--- src/stbx_pkg.sv ---
`timescale 1ns / 1ps

package stbx_pkg;

   // Quality level codes. Codes above LEVEL_MONO_SIX behave like it.
   localparam logic [2:0] LEVEL_STEREO    = 3'd0;
   localparam logic [2:0] LEVEL_MONO_ONE  = 3'd1;
   localparam logic [2:0] LEVEL_MONO_TWO  = 3'd2;
   localparam logic [2:0] LEVEL_MONO_THREE = 3'd3;
   localparam logic [2:0] LEVEL_MONO_SIX  = 3'd4;

   // Reciprocal of three scaled by two to the RECIP_SHIFT, rounded up.
   // Exact for magnitudes below 2^19, and the datapath stays below 2^17.
   localparam int unsigned RECIP_SHIFT = 20;
   localparam logic [18:0] RECIP_THREE = 19'd349526;

   localparam logic signed [15:0] SAMPLE_MAX = 16'sh7fff;
   localparam logic signed [15:0] SAMPLE_MIN = 16'sh8000;

   // One stereo frame on the request channel.
   typedef struct packed {
      logic signed [15:0] left_sample;
      logic signed [15:0] right_sample;
   } req_payload_type;

   // One averaged frame on the result channel.
   typedef struct packed {
      logic signed [15:0] first_sample;
      logic signed [15:0] second_sample;
      logic               is_mono;
   } rsp_payload_type;

   // Commands from the controller to the datapath.
   typedef struct packed {
      logic accumulate;
      logic clear;
      logic capture;
      logic divide;
      logic load_out;
      logic mono;
      logic shift_two;
      logic div_three;
   } stbx_cmd_type;

   // Status from the datapath to the controller.
   typedef struct packed {
      logic out_ready;
   } stbx_status_type;

endpackage

--- src/stbx_datapath.sv ---
`timescale 1ns / 1ps

module stbx_datapath import stbx_pkg::*; (
   input  logic            clock,
   input  logic            reset,
   input  stbx_cmd_type    cmd,
   output stbx_status_type status,
   input  req_payload_type req_payload,
   output logic            rsp_valid,
   input  logic            rsp_stall,
   output rsp_payload_type rsp_payload
);

   logic signed [18:0] acc_left_ff, acc_left_in;
   logic signed [18:0] acc_right_ff, acc_right_in;
   logic        [16:0] mag_ff, mag_in;
   logic               neg_ff, neg_in;
   logic        [16:0] quot_ff, quot_in;
   logic               rsp_valid_ff, rsp_valid_in;
   rsp_payload_type    rsp_payload_ff, rsp_payload_in;

   logic signed [19:0] mono_sum;
   logic        [19:0] mono_mag;
   logic        [19:0] mono_shifted;
   logic        [35:0] product;
   logic signed [17:0] mono_value;

   // Clamp a wide signed value to the 16-bit sample range.
   function automatic logic signed [15:0] sat19(input logic signed [18:0] v);
      logic signed [15:0] r;
      if (v > 19'(SAMPLE_MAX)) begin
         r = SAMPLE_MAX;
      end else if (v < 19'(SAMPLE_MIN)) begin
         r = SAMPLE_MIN;
      end else begin
         r = v[15:0];
      end
      return r;
   endfunction

   // Accumulators: cleared after each output frame and on a level write.
   always_comb begin
      acc_left_in  = acc_left_ff;
      acc_right_in = acc_right_ff;
      if (cmd.clear) begin
         acc_left_in  = '0;
         acc_right_in = '0;
      end else if (cmd.accumulate) begin
         acc_left_in  = acc_left_ff + 19'(req_payload.left_sample);
         acc_right_in = acc_right_ff + 19'(req_payload.right_sample);
      end
   end

   // Mono sum split into sign and magnitude so that the divide truncates toward zero.
   always_comb begin
      mono_sum     = 20'(acc_left_ff) + 20'(acc_right_ff);
      mono_mag     = mono_sum[19] ? 20'(-mono_sum) : 20'(mono_sum);
      mono_shifted = cmd.shift_two ? (mono_mag >> 2) : (mono_mag >> 1);
      mag_in       = cmd.capture ? mono_shifted[16:0] : mag_ff;
      neg_in       = cmd.capture ? mono_sum[19] : neg_ff;
   end

   // Divide by three through a reciprocal multiply where the factor needs it.
   always_comb begin
      product = 36'(mag_ff) * 36'(RECIP_THREE);
      quot_in = quot_ff;
      if (cmd.divide) begin
         quot_in = cmd.div_three ? {1'b0, product[RECIP_SHIFT +: 16]} : mag_ff;
      end
   end

   // Output register: loaded only when empty or being drained.
   always_comb begin
      mono_value     = neg_ff ? -$signed({1'b0, quot_ff}) : $signed({1'b0, quot_ff});
      rsp_payload_in = rsp_payload_ff;
      rsp_valid_in   = rsp_valid_ff;
      if (cmd.load_out) begin
         rsp_valid_in = 1'b1;
         if (cmd.mono) begin
            rsp_payload_in.first_sample  = sat19(19'(mono_value));
            rsp_payload_in.second_sample = '0;
            rsp_payload_in.is_mono       = 1'b1;
         end else begin
            rsp_payload_in.first_sample  = sat19(acc_left_ff);
            rsp_payload_in.second_sample = sat19(acc_right_ff);
            rsp_payload_in.is_mono       = 1'b0;
         end
      end else if (!rsp_stall) begin
         rsp_valid_in = 1'b0;
      end
   end

   always_ff @(posedge clock) begin
      if (reset) begin
         acc_left_ff  <= '0;
         acc_right_ff <= '0;
         rsp_valid_ff <= 1'b0;
      end else begin
         acc_left_ff  <= acc_left_in;
         acc_right_ff <= acc_right_in;
         rsp_valid_ff <= rsp_valid_in;
      end
   end

   always_ff @(posedge clock) begin
      mag_ff         <= mag_in;
      neg_ff         <= neg_in;
      quot_ff        <= quot_in;
      rsp_payload_ff <= rsp_payload_in;
   end

   assign status.out_ready = !rsp_valid_ff || !rsp_stall;
   assign rsp_valid        = rsp_valid_ff;
   assign rsp_payload      = rsp_payload_ff;

endmodule

--- src/stbx_controller.sv ---
`timescale 1ns / 1ps

module stbx_controller import stbx_pkg::*; (
   input  logic            clock,
   input  logic            reset,
   input  logic            req_valid,
   output logic            req_stall,
   input  logic            csr_write_enable,
   input  logic [2:0]      csr_write_data,
   input  stbx_status_type status,
   output stbx_cmd_type    cmd
);

   typedef enum logic [3:0] {
      ST_IDLE  = 4'b0001,
      ST_SUM   = 4'b0010,
      ST_MULT  = 4'b0100,
      ST_WRITE = 4'b1000
   } state_type;

   state_type  state_ff, state_in;
   logic [2:0] level_ff, level_in;
   logic [2:0] count_ff, count_in;
   logic [2:0] factor;
   logic       accept;
   logic       last_frame;

   // Decode the quality level into the decimation factor.
   always_comb begin
      unique case (level_ff) inside
         LEVEL_STEREO, LEVEL_MONO_ONE: factor = 3'd1;
         LEVEL_MONO_TWO:               factor = 3'd2;
         LEVEL_MONO_THREE:             factor = 3'd3;
         default:                      factor = 3'd6;
      endcase
   end

   assign accept     = req_valid && (state_ff == ST_IDLE) && !csr_write_enable;
   assign last_frame = (count_ff + 3'd1) == factor;

   // Sequencer: accumulate in idle, then sum, divide and write one frame.
   always_comb begin
      state_in       = state_ff;
      count_in       = count_ff;
      level_in       = csr_write_enable ? csr_write_data : level_ff;
      cmd            = '0;
      cmd.mono       = level_ff != LEVEL_STEREO;
      cmd.shift_two  = (factor == 3'd2) || (factor == 3'd6);
      cmd.div_three  = (factor == 3'd3) || (factor == 3'd6);
      if (csr_write_enable) begin
         cmd.clear = 1'b1;
         count_in  = '0;
      end
      unique case (state_ff)
         ST_IDLE: begin
            if (accept) begin
               cmd.accumulate = 1'b1;
               if (last_frame) begin
                  count_in = '0;
                  state_in = ST_SUM;
               end else begin
                  count_in = count_ff + 3'd1;
               end
            end
         end
         ST_SUM: begin
            cmd.capture = 1'b1;
            state_in    = ST_MULT;
         end
         ST_MULT: begin
            cmd.divide = 1'b1;
            state_in   = ST_WRITE;
         end
         ST_WRITE: begin
            if (status.out_ready) begin
               cmd.load_out = 1'b1;
               cmd.clear    = 1'b1;
               state_in     = ST_IDLE;
            end
         end
         default: begin
            state_in = ST_IDLE;
         end
      endcase
   end

   always_ff @(posedge clock) begin
      if (reset) begin
         state_ff <= ST_IDLE;
         level_ff <= LEVEL_STEREO;
         count_ff <= '0;
      end else begin
         state_ff <= state_in;
         level_ff <= level_in;
         count_ff <= count_in;
      end
   end

   // A level write takes the cycle, so no request is taken alongside it.
   assign req_stall = (state_ff != ST_IDLE) || csr_write_enable;

   // The frame count never reaches the decimation factor between outputs.
   a_count_below_factor: assert property (@(posedge clock) disable iff (reset)
      count_ff < factor)
      else $error("frame count reached the decimation factor");

   // The request that completes a frame starts the output sequence.
   a_last_starts_sum: assert property (@(posedge clock) disable iff (reset)
      accept && last_frame |=> state_ff == ST_SUM)
      else $error("completed frame did not start the sum step");

   // The multiply step always follows the sum step.
   a_sum_to_mult: assert property (@(posedge clock) disable iff (reset)
      state_ff == ST_SUM |=> state_ff == ST_MULT)
      else $error("sum step not followed by multiply step");

   // The output register is never loaded while a result waits in it.
   a_load_needs_room: assert property (@(posedge clock) disable iff (reset)
      cmd.load_out |-> status.out_ready)
      else $error("output loaded while a stalled result is held");

endmodule

--- src/stereo_boxcar_decimator_unit.sv ---
`timescale 1ns / 1ps

// Boxcar-average decimator with optional mono downmix.
// Request channel (req_valid, req_stall, req_payload) carries one stereo frame.
// Result channel (rsp_valid, rsp_stall, rsp_payload) carries one averaged frame.
// csr_write_enable writes the 3-bit quality level and clears the frame count and
// both accumulators; write it only while the block is idle. req_stall is high
// during the write cycle.
// Requests that do not complete a frame group stream at one per cycle while no
// level write stalls them. After the request that completes a group, req_stall
// stays high while the controller steps the datapath through sum, reciprocal
// multiply and output write; the output write waits while a stalled result
// holds the output register, and rsp_valid rises when it loads. No request is
// taken until that three-step divide sequence has finished.
// A result waits in the output register while rsp_stall is high; meanwhile new
// requests are still accepted, and only the next completed group waits.
// Synchronous reset sets quality level zero (factor one, stereo), clears the
// count and accumulators and empties the output register.

module stereo_boxcar_decimator_unit import stbx_pkg::*; (
   input  logic            clock,
   input  logic            reset,
   input  logic            req_valid,
   output logic            req_stall,
   input  req_payload_type req_payload,
   output logic            rsp_valid,
   input  logic            rsp_stall,
   output rsp_payload_type rsp_payload,
   input  logic            csr_write_enable,
   input  logic [2:0]      csr_write_data
);

   stbx_cmd_type    cmd;
   stbx_status_type status;

   // Sequencer for level, frame count and output steps.
   stbx_controller u_controller (
      .clock            (clock),
      .reset            (reset),
      .req_valid        (req_valid),
      .req_stall        (req_stall),
      .csr_write_enable (csr_write_enable),
      .csr_write_data   (csr_write_data),
      .status           (status),
      .cmd              (cmd)
   );

   // Accumulators, divider and output register.
   stbx_datapath u_datapath (
      .clock       (clock),
      .reset       (reset),
      .cmd         (cmd),
      .status      (status),
      .req_payload (req_payload),
      .rsp_valid   (rsp_valid),
      .rsp_stall   (rsp_stall),
      .rsp_payload (rsp_payload)
   );

endmodule
--- config.mk ---
export PLATFORM = sky130hd
export DESIGN_NAME = stereo_boxcar_decimator_unit
export DESIGN_NICKNAME = d
export VERILOG_FILES = /design/src/stbx_pkg.sv /design/src/stbx_datapath.sv /design/src/stbx_controller.sv /design/src/stereo_boxcar_decimator_unit.sv
export SDC_FILE = /design/constraint.sdc
export NUM_CORES = 1
export LEC_CHECK = 0
export ABC_AREA = 1
export BUFFER_PORTS_ARGS = -buffer_cell sky130_fd_sc_hd__buf_2
export CORE_ASPECT_RATIO = 0.6
export CORE_MARGIN = 2
export CORE_UTILIZATION = 65
export CTS_BUF_LIST = sky130_fd_sc_hd__clkbuf_8
export CTS_CLUSTER_SIZE = 16
export DETAILED_ROUTE_END_ITERATION = 12
export PLACE_DENSITY = 0.84
export RECOVER_POWER = 100
export SLEW_MARGIN = 15
export SYNTH_ARGS = -nofsm -noshare
export SYNTH_HDL_FRONTEND = slang
export SYNTH_SLANG_ARGS = --single-unit
--- constraint.sdc ---
create_clock -name clock -period 7.7 [get_ports clock]
set_input_delay 0 -clock clock [delete_from_list [all_inputs] [get_ports clock]]
set_output_delay 0 -clock clock [all_outputs]
set_load 0.01 [all_outputs]
* Yosys cells after proc, flatten, opt, wreduce, memory -nomap -nowiden
Cells that the tools add are included.
** Cells by class
- $add $sub $neg :: 6
- Multipliers :: 1
- $lt $le $gt $ge :: 6
- Eq/ne operators :: 16
- Muxes and demuxes :: 31
- Reduce and logical (&&, ||, !) cells :: 15
** Operators with widths (number)
- two-way mux 16 bit :: 7
- adder 19 x 16 -> 19 bit :: 2
- > comparator 19 x 16 -> 1 bit, second input constant :: 2
- < comparator 19 x 16 -> 1 bit, second input constant :: 2
- multiplier 17 x 18 -> 35 bit, second input constant :: 1
- two-way mux 33 bit :: 1
- adder 19 x 19 -> 20 bit :: 1
- two-way mux 19 bit :: 1
- negator 19 bit :: 1
- > comparator 18 x 16 -> 1 bit, second input constant :: 1
- < comparator 18 x 16 -> 1 bit, second input constant :: 1
- two-way mux 18 bit :: 1
- negator 17 -> 18 bit :: 1
- two-way mux 17 bit :: 1
- one-hot mux 4 bit (4 select lines) :: 1
- == test 3 x 2 -> 1 bit, second input constant :: 4
- two-way mux 3 bit :: 4
- two-way mux 4 bit :: 3
- two-way mux 1 bit :: 11
- one-hot mux 3 bit (3 select lines) :: 1
- != test 2 x 1 -> 1 bit, second input constant :: 3
- OR reduction 2 bit :: 3
- == test 4 x 1 -> 1 bit, second input constant :: 1
- == test 4 x 2 -> 1 bit, second input constant :: 1
- other kinds (14) :: 20
** Storage, ports and cells
- Bits in registers :: 117
- Input bits :: 40
- Word-level logic and storage cells :: 89

* Logic depth before layout (Yosys ltp)
Gate-level depths: netlist of the first run.
- Depth in word-level cells :: 7
- Gate-level depth with buffers :: 26
- Gate-level depth less buffers :: 26

* Hierarchy
Synthesis of the first run repeated with hierarchy kept, for this count alone.
** Second synthesis, totals
- Cells, all modules :: 1912
- Area total of the unflattened synthesis :: 14066.0 µm²
** Modules (own cells, without submodules)
- stbx_datapath :: instances 1, cells an instance 1824, area an instance 13450.4 µm², sequential area each 2822.7 µm²
- stbx_controller :: instances 1, cells an instance 88, area an instance 615.6 µm², sequential area each 200.2 µm²

* Worst setup path before layout of the first run
OpenSTA, ideal clock, no wires.
- Path type :: register to register
- Start :: register u_datapath.mag_ff[13]
- End :: register u_datapath.quot_ff[10], data pin
- Library setup time :: 0.254 ns
- Arrival :: 5.162 ns
- Path slack :: 2.285 ns
- Stages on the path, launching flop included :: 21
- Buffers on the path :: 0
- Period minus slack after synthesis :: 5.415 ns
- Cells stage by stage :: edfxtp_1 > ha_1 > inv_1 > fa_1 > inv_1 > fa_1 > fa_1 > fa_1 > inv_1 > fa_1 > inv_1 > ha_1 > a21oi_1 > inv_1 > a31oi_1 > o21ai_0 > a221oi_1 > nand2_1 > or2_2 > nand3_1 > nand2_1
** On the way
- Cells in the longest elaborated chain, start to end :: 2
** RTL lines
- start: declaration :: RTL line stbx_datapath.sv:16 : logic [16:0] mag_ff, mag_in;
- start signal: assignment :: RTL line stbx_datapath.sv:106 : mag_ff <= mag_in;
- multiplier 17 x 18 -> 35 bit :: RTL line stbx_datapath.sv:65 : product = 36'(mag_ff) * 36'(RECIP_THREE);
- two-way mux 16 bit :: RTL line stbx_datapath.sv:68 : quot_in = cmd.div_three ? {1'b0, product[RECIP_SHIFT +: 16]} : mag_ff;
- end signal: assignment :: RTL line stbx_datapath.sv:108 : quot_ff <= quot_in;
- end: declaration :: RTL line stbx_datapath.sv:18 : logic [16:0] quot_ff, quot_in;
Every way passes these cells.
A chain may end at the register's enable or synchronous reset.

* Final worst setup path of the first run
- Start :: register u_datapath.mag_ff[4]
- End :: register u_datapath.quot_ff[4], data pin
** On the way
- Cells in the longest elaborated chain, start to end :: 2
** RTL lines (RTL line)
- multiplier 17 x 18 -> 35 bit :: stbx_datapath.sv:65
- two-way mux 16 bit (*) :: stbx_datapath.sv:68
Mark *: on every way between the ends. The rest lies on a longest branch, timed or not.

==> impl_metrics.ini, run 1 <==
[logic_synthesis]
ys_seq_elements = 117
synthCells = 1806
synth_area_mm2 = 0.0138
synth_largest_area_cell = ha_1
yosys-top-cells-area = ha_1 16%, edfxtp_1 15%, fa_1 12%, nand2_1 10%, inv_1 9.3%
synth_ff_type = edfxtp_1
syn_avg_cell_area_um2 = 7.63
synth-seq-area-share_pct = 21.9
yosys.area.top_type_share_pct = 16.1
syn_nets = 2109
synth-warning-count = 0
yosysUniqueCellTypes = 54
synthArstFlopShare_pct = 0
synth_edf_count = 68

[timing]
min_period_ns = 6.10
slew_headroom_pct = -90.8
rsz0062_at_grt = no
hold_violations = 0
finClkSkew_ns = 0.0205
whs_ns = 0.0475
setup_viol = 0
fin_tns_setup_ns = 0
min_period_over_period_pct = 79.3
fmax_ghz = 0.164
worstMarginPinSlew_ns = 2.85
drv_slew = 86

[floorplanning]
die_area_mm2 = 0.0224
core_mm2 = 0.0209
std_cell_rows = 41
die_y_um = 117
initial_utilization_pct = 66.0
die_width_um = 192
ios = 75

[clock_network]
post_cts_buffers = 0
cts-root-buf = clkbuf_8
clk_pin_slew_worst_paths_ns = 0.09
cts.repair.resized = 0
cts-hold-fix-buffers = 13
htreeDepth = 4
cts_buffer_depth = 2
cts_tree = yes
cts_buffers = 17
cts.sinks = 117
clk_latency_ns = 0.47

[critical_path]
crit_type = flip-flop to flip-flop
required_ns = 7.93
arrival_ns = 6.33
worstPathMaxFanout = 4
rr_endpoint = u_datapath.quot_ff[4]
cp-start-kind = flip-flop
crit_path_end_kind = flip-flop
rr_worst_depth = 23
crit_top_cell = nand2_1
cp_top_family = adder cells
rrSetupSlack_ns = 1.60
path_buf_inv = 4
path_cells = ha_1 -> inv_1 -> fa_1 -> fa_1 -> fa_1 -> inv_1 -> fa_1 -> inv_1 -> fa_1 -> inv_1 -> ha_1 -> nand2_1 -> a21oi_1 -> nor2_1 -> o21ai_0 -> a21o_1 -> nand2_1 -> nand2_1 -> nand2_1 -> nand2_1 -> or2_2 -> nand3_1 -> nand2_1
r2r-start = u_datapath.mag_ff[4]
worst_path_largest_cell_delay_ns = 0.60
slowest_stage = fa_1

[power]
leakage_uw = 0.00758
p_per_area_mw_per_mm2 = 143
peakVddDrop_uv = 115

[grt]
grtUsageTotal_pct = 37.1
grt-ovfl-total = 0
antenna_found_initial = 5
grt_pass1_wl_um = 62800
grt_pass1_vias = 11879
grt_max_degree = 51

[hold_path]
hp-start = req_payload[3]
min_delay_path_depth = 4
hold_path_class = primary input to flip-flop
whs_endpoint = u_datapath.acc_right_ff[3]

[place]
postPlaceCellArea_mm2 = 0.0144
place_hpwl_um = 33700
gp_congestion = 1.03
io_buffers = 74

[outcome]
outcome = finished with violations
violations = capacitance limit, slew limit

[final_layout]
fin_nets = 2196
drive_above_1_share_pct = 6.72
stdcell_area_mm2 = 0.0148
area.growth.synth_to_final_pct = 7.32

[detailed_routing]
drt_iter0_drc = 1522
dr.pass1.iters = 6
postRouteAntennaNets = 0
viasPerCell = 5.94
drt-wirelength-per-cell_um = 18.7
drc = 0
dr_total_vias = 13003
drt-total-wl_um = 40800

[job]
maxCapViolations = 2
power breakdown:
part           switching (uW)  internal [uW]
sequential               22.2            681
combinational             550            276
clock                     281            308
layer usage:
metal / GRT usage [%] / wire [um]
met1: 55.2 / 18500
met2: 48.3 / 15200
met3: 16.8 / 6490
met4: 8.46 / 636
met5: 0 / 32
per-stage QoR:
stage	total power, uW	setup WS (ns)	util, %	std cells
3_3_place_gp	1480	1.85	69.1	2140
3_5_place_dp	1500	1.77	69.1	2140
6_report	2120	1.60	70.8	2188
5_1_grt	2220	1.33	70.8	2185
4_1_cts	2080	1.75	71.6	2185
2_1_floorplan	1280	2.28	-	1806
registers in the layout, summed over array words and instances (netlist names):
name                     cells
u_datapath.acc_right_ff     19
u_controller.level_ff        3
u_datapath.rsp_payload      33
u_controller.count_ff        3
u_datapath.rsp_valid         1
u_datapath.acc_left_ff      19
u_datapath.quot_ff          17
u_datapath.neg_ff            1
u_controller.state_ff        4
u_datapath.mag_ff           17
synthesized netlist by cell type (8+ instances only):
cell type / number
nand3b_1: 11
clkbuf_1: 18
edfxtp_1: 68
nor3_1: 22
xnor2_1: 19
fa_1: 86
nand4_1: 17
or2_2: 8
o211ai_1: 8
nand3_1: 75
dfxtp_1: 49
inv_1: 341
nand2_1: 380
xor2_1: 35
o21bai_1: 11
a21oi_1: 141
o21ai_0: 102
nand3_2: 16
a31oi_1: 11
nand2_2: 20
nor2_1: 111
ha_1: 177
worst min-delay path, cell delays in order:
cell     delay [ns]
buf_2          0.08
ha_1           0.19
xnor2_1        0.13
a21oi_1        0.06
cell type report:
cell class,count,area [um2]
multi-input cells,1318,9240
fillers,1685,6090
flip-flops and latches,117,3020
inverters,347,1300
repair buffers,92,478
well taps,279,349
clock buffers,20,275
clock inverters,12,114
diodes,3,7.51
how the worst max path moves through the flow:
| stage | startpoint | endpoint | depth (start not counted) |
|---|---|---|---|
| floorplan | u_datapath.mag_ff[13] | u_datapath.quot_ff[10] | 20 |
| CTS | u_datapath.mag_ff[4] | u_datapath.quot_ff[4] | 23 |
| global placement | u_datapath.mag_ff[4] | u_datapath.quot_ff[4] | 23 |
| finish | u_datapath.mag_ff[4] | u_datapath.quot_ff[4] | 23 |
| global route | u_datapath.mag_ff[4] | u_datapath.quot_ff[4] | 23 |
| detailed placement | u_datapath.mag_ff[4] | u_datapath.quot_ff[4] | 23 |
cell families (layout without fill, tap and decap cells):
family / Yosys count / count (layout) / synth area share [%]
adders and majority gates: 263 / 263 / 28.6
other: 0 / 3 / 0
buffers and inverters: 371 / 471 / 10.4
and+or+nand+nor: 686 / 686 / 22.3
xor gates and xnor gates: 61 / 61 / 4.26
AOI/OAI and AO/OA: 308 / 308 / 12.5
DFF: 117 / 117 / 21.9
cell usage in the layout (no fill, tap or decap), types with 13 or more instances in the layout:
master,count
xor2_1,36
xnor2_1,20
o21ai_0,103
dlygate4sd3_1,13
edfxtp_1,68
a21oi_1,142
dfxtp_1,49
nand3_1,78
nand3_2,13
nand2_1,389
inv_1,344
fa_1,86
nor3_1,22
nor2_1,115
clkbuf_8,20
buf_2,38
ha_1,177
clkbuf_1,40
nand4_1,17
Power figures use the tool's default switching activity.
==> run 2: changes to the inputs <==
Clock period 7.7 ns to 5.8 ns, I/O delays scaled along.
==> impl_metrics.ini, run 2 (synthesis gave the netlist of run 1 again) <==
[clock_network]
htreeDepth = 4
cts_tree = yes
cts.sinks = 117
cts_buffers = 17
cts-root-buf = clkbuf_8
cts_buffer_depth = 2
clk_latency_ns = 0.48
clk_pin_slew_worst_paths_ns = 0.08

[detailed_routing]
drt-total-wl_um = 43100
drt-wirelength-per-cell_um = 19.5
drc = 0
postRouteAntennaNets = 0
viasPerCell = 5.83
dr_total_vias = 12867
dr.pass1.iters = 7
drt_iter0_drc = 1404

[timing]
min_period_ns = 5.63
drv_slew = 35
slew_headroom_pct = -106
worstMarginPinSlew_ns = 3.07
setup_ws_ns = 0.174
min_period_over_period_pct = 97.0
finClkSkew_ns = 0.0214
setup_viol = 0
fmax_ghz = 0.178
fin_tns_setup_ns = 0
hold_violations = 0

[floorplanning]
core_mm2 = 0.0209
die_y_um = 117
die_width_um = 192
die_area_mm2 = 0.0224
ios = 75
initial_utilization_pct = 66.0
std_cell_rows = 41

[job]
maxCapViolations = 1

[critical_path]
crit_type = flip-flop to flip-flop
worstPathMaxFanout = 5
arrival_ns = 5.85
cp_top_family = adder cells
worst_path_largest_cell_delay_ns = 0.62
required_ns = 6.03
cp-start-kind = flip-flop
path_cells = ha_1 -> inv_2 -> fa_2 -> inv_1 -> fa_1 -> fa_1 -> fa_1 -> inv_1 -> fa_1 -> inv_1 -> ha_1 -> a21oi_1 -> inv_1 -> a31oi_2 -> o31a_1 -> nand2_1 -> nand2_1 -> nand3b_1 -> nand3_1 -> nand2_1
crit_path_end_kind = flip-flop
slowest_stage = fa_2
path_buf_inv = 5

[power]
peakVddDrop_uv = 148
p_per_area_mw_per_mm2 = 198
leakage_uw = 0.00768

[grt]
grt_pass1_wl_um = 65100
grt_max_degree = 50
grtUsageTotal_pct = 39.1
grt_pass1_vias = 11758
grt-ovfl-total = 0
antenna_found_initial = 1

[place]
pre_cts_ws_ns = 0.0823
gp_congestion = 0.981
place_hpwl_um = 35300
place_inst = 2151
postPlaceCellArea_mm2 = 0.0145
io_buffers = 74

[final_layout]
area.growth.synth_to_final_pct = 9.62
final_cells = 2207
stdcell_area_mm2 = 0.0151
largest_register_ffs = 33
drive_above_1_share_pct = 9.09
fin_nets = 2216
final_common_cell = nand2_1
final_cell_mix = 388 x nand2_1, 338 x inv_1, 172 x ha_1

[outcome]
outcome = finished with violations
violations = capacitance limit, slew limit

[hold_path]
hold_path_class = primary input to flip-flop
==> run 2: layer usage <==
| layer | share of wire [%] | global-route usage [%] | vias to the layer above |
|---|---|---|---|
| li1 | - | - | 6096 |
| met1 | 46 | 59.0 | 5939 |
| met2 | 36 | 49.2 | 775 |
| met3 | 17 | 20.2 | 57 |
| met4 | 1.2 | 6.41 | 0 |
| met5 | 0 | 0 | - |
==> run 2: worst min-delay path, delay by kind of cell <==
kind	cells	cell delay (ns)
fa+ha+maj	1	0.20
xor+xnor	1	0.13
buf+inv	1	0.08
compound gates	1	0.06
==> run 2: cell type report <==
| cell class | instances | area (um2) |
|---|---|---|
| diodes | 2 | 5.00 |
| clock buffers | 17 | 234 |
| fillers | 1650 | 5770 |
| multi-input cells | 1318 | 9350 |
| well taps | 279 | 349 |
| clock inverters | 15 | 203 |
| repair buffers | 112 | 641 |
| inverters | 347 | 1300 |
| flip-flops and latches | 117 | 3020 |
==> run 2: path summary, 6_finish.rpt <==
kind | from | to | slack, ns | cells after the start
worst max-delay path | u_datapath.mag_ff[2] | u_datapath.quot_ff[1] | 0.17 | 20
worst min-delay path | req_payload[3] | u_datapath.acc_right_ff[3] | 0.05 | 4
worst max register to register | u_datapath.mag_ff[2] | u_datapath.quot_ff[1] | 0.17 | 20
worst min register to register | u_controller.state_ff[0] | u_controller.state_ff[2] | 0.49 | 1
==> run 2: metrics by stage <==
stage                     utilization (%)  power, uW  hold slack (ns)
after global routing                 72.3       3130           0.0707
after global placement               69.5       2000            0.232
after detailed placement             69.5       2020            0.257
after CTS                            72.3       2900           0.0299
final                                72.3       2990           0.0530
after floorplan                         -       1700           0.0691
==> run 2: power breakdown <==
group          internal [uW]  total (uW)  switching [uW]  leakage (uW)
clock network            471         880             409      0.000212
logic                    392        1170             780       0.00646
registers                903         933            29.3       0.00101
total                   1770        2990            1220       0.00768
==> run 2: what timing repair did <==
action / 4_1_cts / 5_1_grt
setup endpoints to repair: 0 / 14
buffers inserted: 0 / 7
resized for setup: 0 / 29
hold endpoints to repair: 17 / 0
hold buffers: 15 / 0
==> run 3: changes to the inputs <==
Settings changed: CORE_ASPECT_RATIO 0.6 to unset, HOLD_SLACK_MARGIN set to 0.1, SLEW_MARGIN 15 to 20.
==> impl_metrics.ini, run 3 (synthesis gave the netlist of run 1 again) <==
[critical_path]
slowest_stage = fa_1
rr_endpoint = u_datapath.quot_ff[2]
crit_top_cell = nand2_1
crit_type = flip-flop to flip-flop
path_buf_inv = 6
worst_path_largest_cell_delay_ns = 0.54
required_ns = 5.94
rr_worst_depth = 23
arrival_ns = 5.75
r2r-start = u_datapath.mag_ff[2]
path_cells = ha_4 -> inv_1 -> fa_2 -> buf_4 -> fa_1 -> inv_1 -> ha_1 -> fa_1 -> inv_1 -> fa_1 -> inv_1 -> ha_1 -> nand2_1 -> nor2_1 -> nand4_1 -> o21ai_2 -> buf_4 -> nand2_1 -> nand2_1 -> nand2_1 -> nand2_1 -> xnor2_1 -> o21ai_0
crit_path_end_kind = flip-flop
rrSetupSlack_ns = 0.18
worstPathMaxFanout = 4
cp_top_family = adder cells
cp-start-kind = flip-flop

[timing]
min_period_over_period_pct = 96.8
min_period_ns = 5.62
finClkSkew_ns = 0.0169
hold_violations = 0
rsz0062_at_grt = yes
fmax_ghz = 0.178
worstMarginPinSlew_ns = 2.20
slew_headroom_pct = -46.8
drv_slew = 86
whs_ns = 0.124
setup_viol = 0

[floorplanning]
die_area_mm2 = 0.0224
core_mm2 = 0.0209
die_width_um = 150
ios = 75
std_cell_rows = 53
initial_utilization_pct = 66.0
die_y_um = 150

[clock_network]
clk_pin_slew_worst_paths_ns = 0.08
clk_latency_ns = 0.46
cts_tree = yes
htreeDepth = 4
cts_buffer_depth = 2
cts.sinks = 117
cts_buffers = 17
cts-root-buf = clkbuf_8

[grt]
grt_max_degree = 51
antenna_found_initial = 3
grt_pass1_vias = 11967
grtUsageTotal_pct = 34.5
grt_pass1_wl_um = 60000
grt-ovfl-total = 0

[detailed_routing]
drt-total-wl_um = 37900
drt-wirelength-per-cell_um = 17.1
dr.pass1.iters = 5
dr_total_vias = 12631
viasPerCell = 5.71
drt_iter0_drc = 1435
postRouteAntennaNets = 0
drc = 0

[hold_path]
hold_path_class = primary input to flip-flop
min_delay_path_depth = 5
whs_endpoint = u_datapath.acc_right_ff[12]
hp-start = req_payload[12]

[final_layout]
fin_nets = 2223
final_common_cell = nand2_1
final_cell_mix = 388 x nand2_1, 345 x inv_1, 174 x ha_1
final_util_pct = 72.2
final_cells = 2212
drive_above_1_share_pct = 7.92
largest_register_ffs = 33
area.growth.synth_to_final_pct = 9.43

[place]
place_hpwl_um = 31000
io_buffers = 74
gp_congestion = 0.969
place_inst = 2150

[power]
peakVddDrop_uv = 144
leakage_uw = 0.00771
p_per_area_mw_per_mm2 = 186

[outcome]
violations = capacitance limit, slew limit
outcome = finished with violations

[job]
maxCapViolations = 2
==> run 3: changes by cell type in the layout (fill, tap and decap cells not counted), sizes merged <==
cell | before | now
clkbuf | 55 | 60
diode | 2 | 4
clkinv | 7 | 6
inv | 347 | 349
dlygate4sd3 | 15 | 23
clkinvlp | 4 | 2
bufinv | 4 | 3
buf | 59 | 55
==> run 3: how the worst max path moves through the flow <==
stage / slack [ns] / to / from / depth (start not counted)
finish: 0.18 / u_datapath.quot_ff[2] / u_datapath.mag_ff[2] / 23
global route: -0.02 / u_datapath.quot_ff[8] / u_datapath.mag_ff[8] / 20
CTS: 0.06 / u_datapath.quot_ff[2] / u_datapath.mag_ff[5] / 22
detailed placement: 0.08 / u_datapath.quot_ff[2] / u_datapath.mag_ff[5] / 22
global placement: 0.20 / u_datapath.quot_ff[11] / u_datapath.mag_ff[2] / 21
floorplan: 0.38 / u_datapath.quot_ff[10] / u_datapath.mag_ff[13] / 20
==> run 3: layout make-up <==
cell class                      count  area, um2
Clock inverter                     13        143
Antenna cell                        4       10.0
Timing Repair Buffer              119        702
Inverter                          347       1300
Fill cell                        1673       5810
Tap cell                          275        344
Sequential cell                   117       3020
Clock buffer                       19        262
Multi-Input combinational cell   1318       9290
==> run 3: worst reg2reg max path, delay by kind of cell (launching register included) <==
family | cells | cell delay (ns)
buffers and inverters | 6 | 0.62
flip-flops | 1 | 0.48
AND/OR/NAND/NOR | 7 | 0.65
adder cells (fa/ha/maj) | 7 | 3.00
XOR/XNOR | 1 | 0.18
AO/OA/AOI/OAI | 2 | 0.40
==> run 3: power breakdown <==
part	switching, uW	internal, uW	total [uW]	leakage [uW]
clock network	346	439	785	0.000220
logic	702	384	1090	0.00647
registers	27.0	904	931	0.00101
==> run 3: what timing repair did <==
action / in CTS / in global routing
hold buffers: 23 / 0
endpoints found under the setup margin: 0 / 11
buffers inserted: 0 / 3
gates resized for setup: 0 / 14
hold endpoints to repair: 24 / 0
==> run 3: metrics by stage <==
stage / setup WS (ns) / TNS (ns) / power [uW] / area [um2]
6_report: 0.183 / 0 / 2800 / 15100
3_3_place_gp: 0.195 / 0 / 1960 / 14500
3_5_place_dp: 0.0763 / 0 / 1980 / 14500
4_1_cts: 0.0614 / 0 / 2760 / 15200
5_1_grt: -0.0196 / -0.0593 / 2970 / 15100
2_1_floorplan: 0.385 / 0 / 1700 / 13800
==> run 3: metal layers <==
metal / global-route usage, % / vias to the layer above / part of all wire [%]
met2: 51.0 / 597 / 43
met5: 0 / - / 0.20
li1: - / 6114 / -
met3: 11.9 / 72 / 11
met4: 9.14 / 4 / 2.2
met1: 48.4 / 5844 / 44
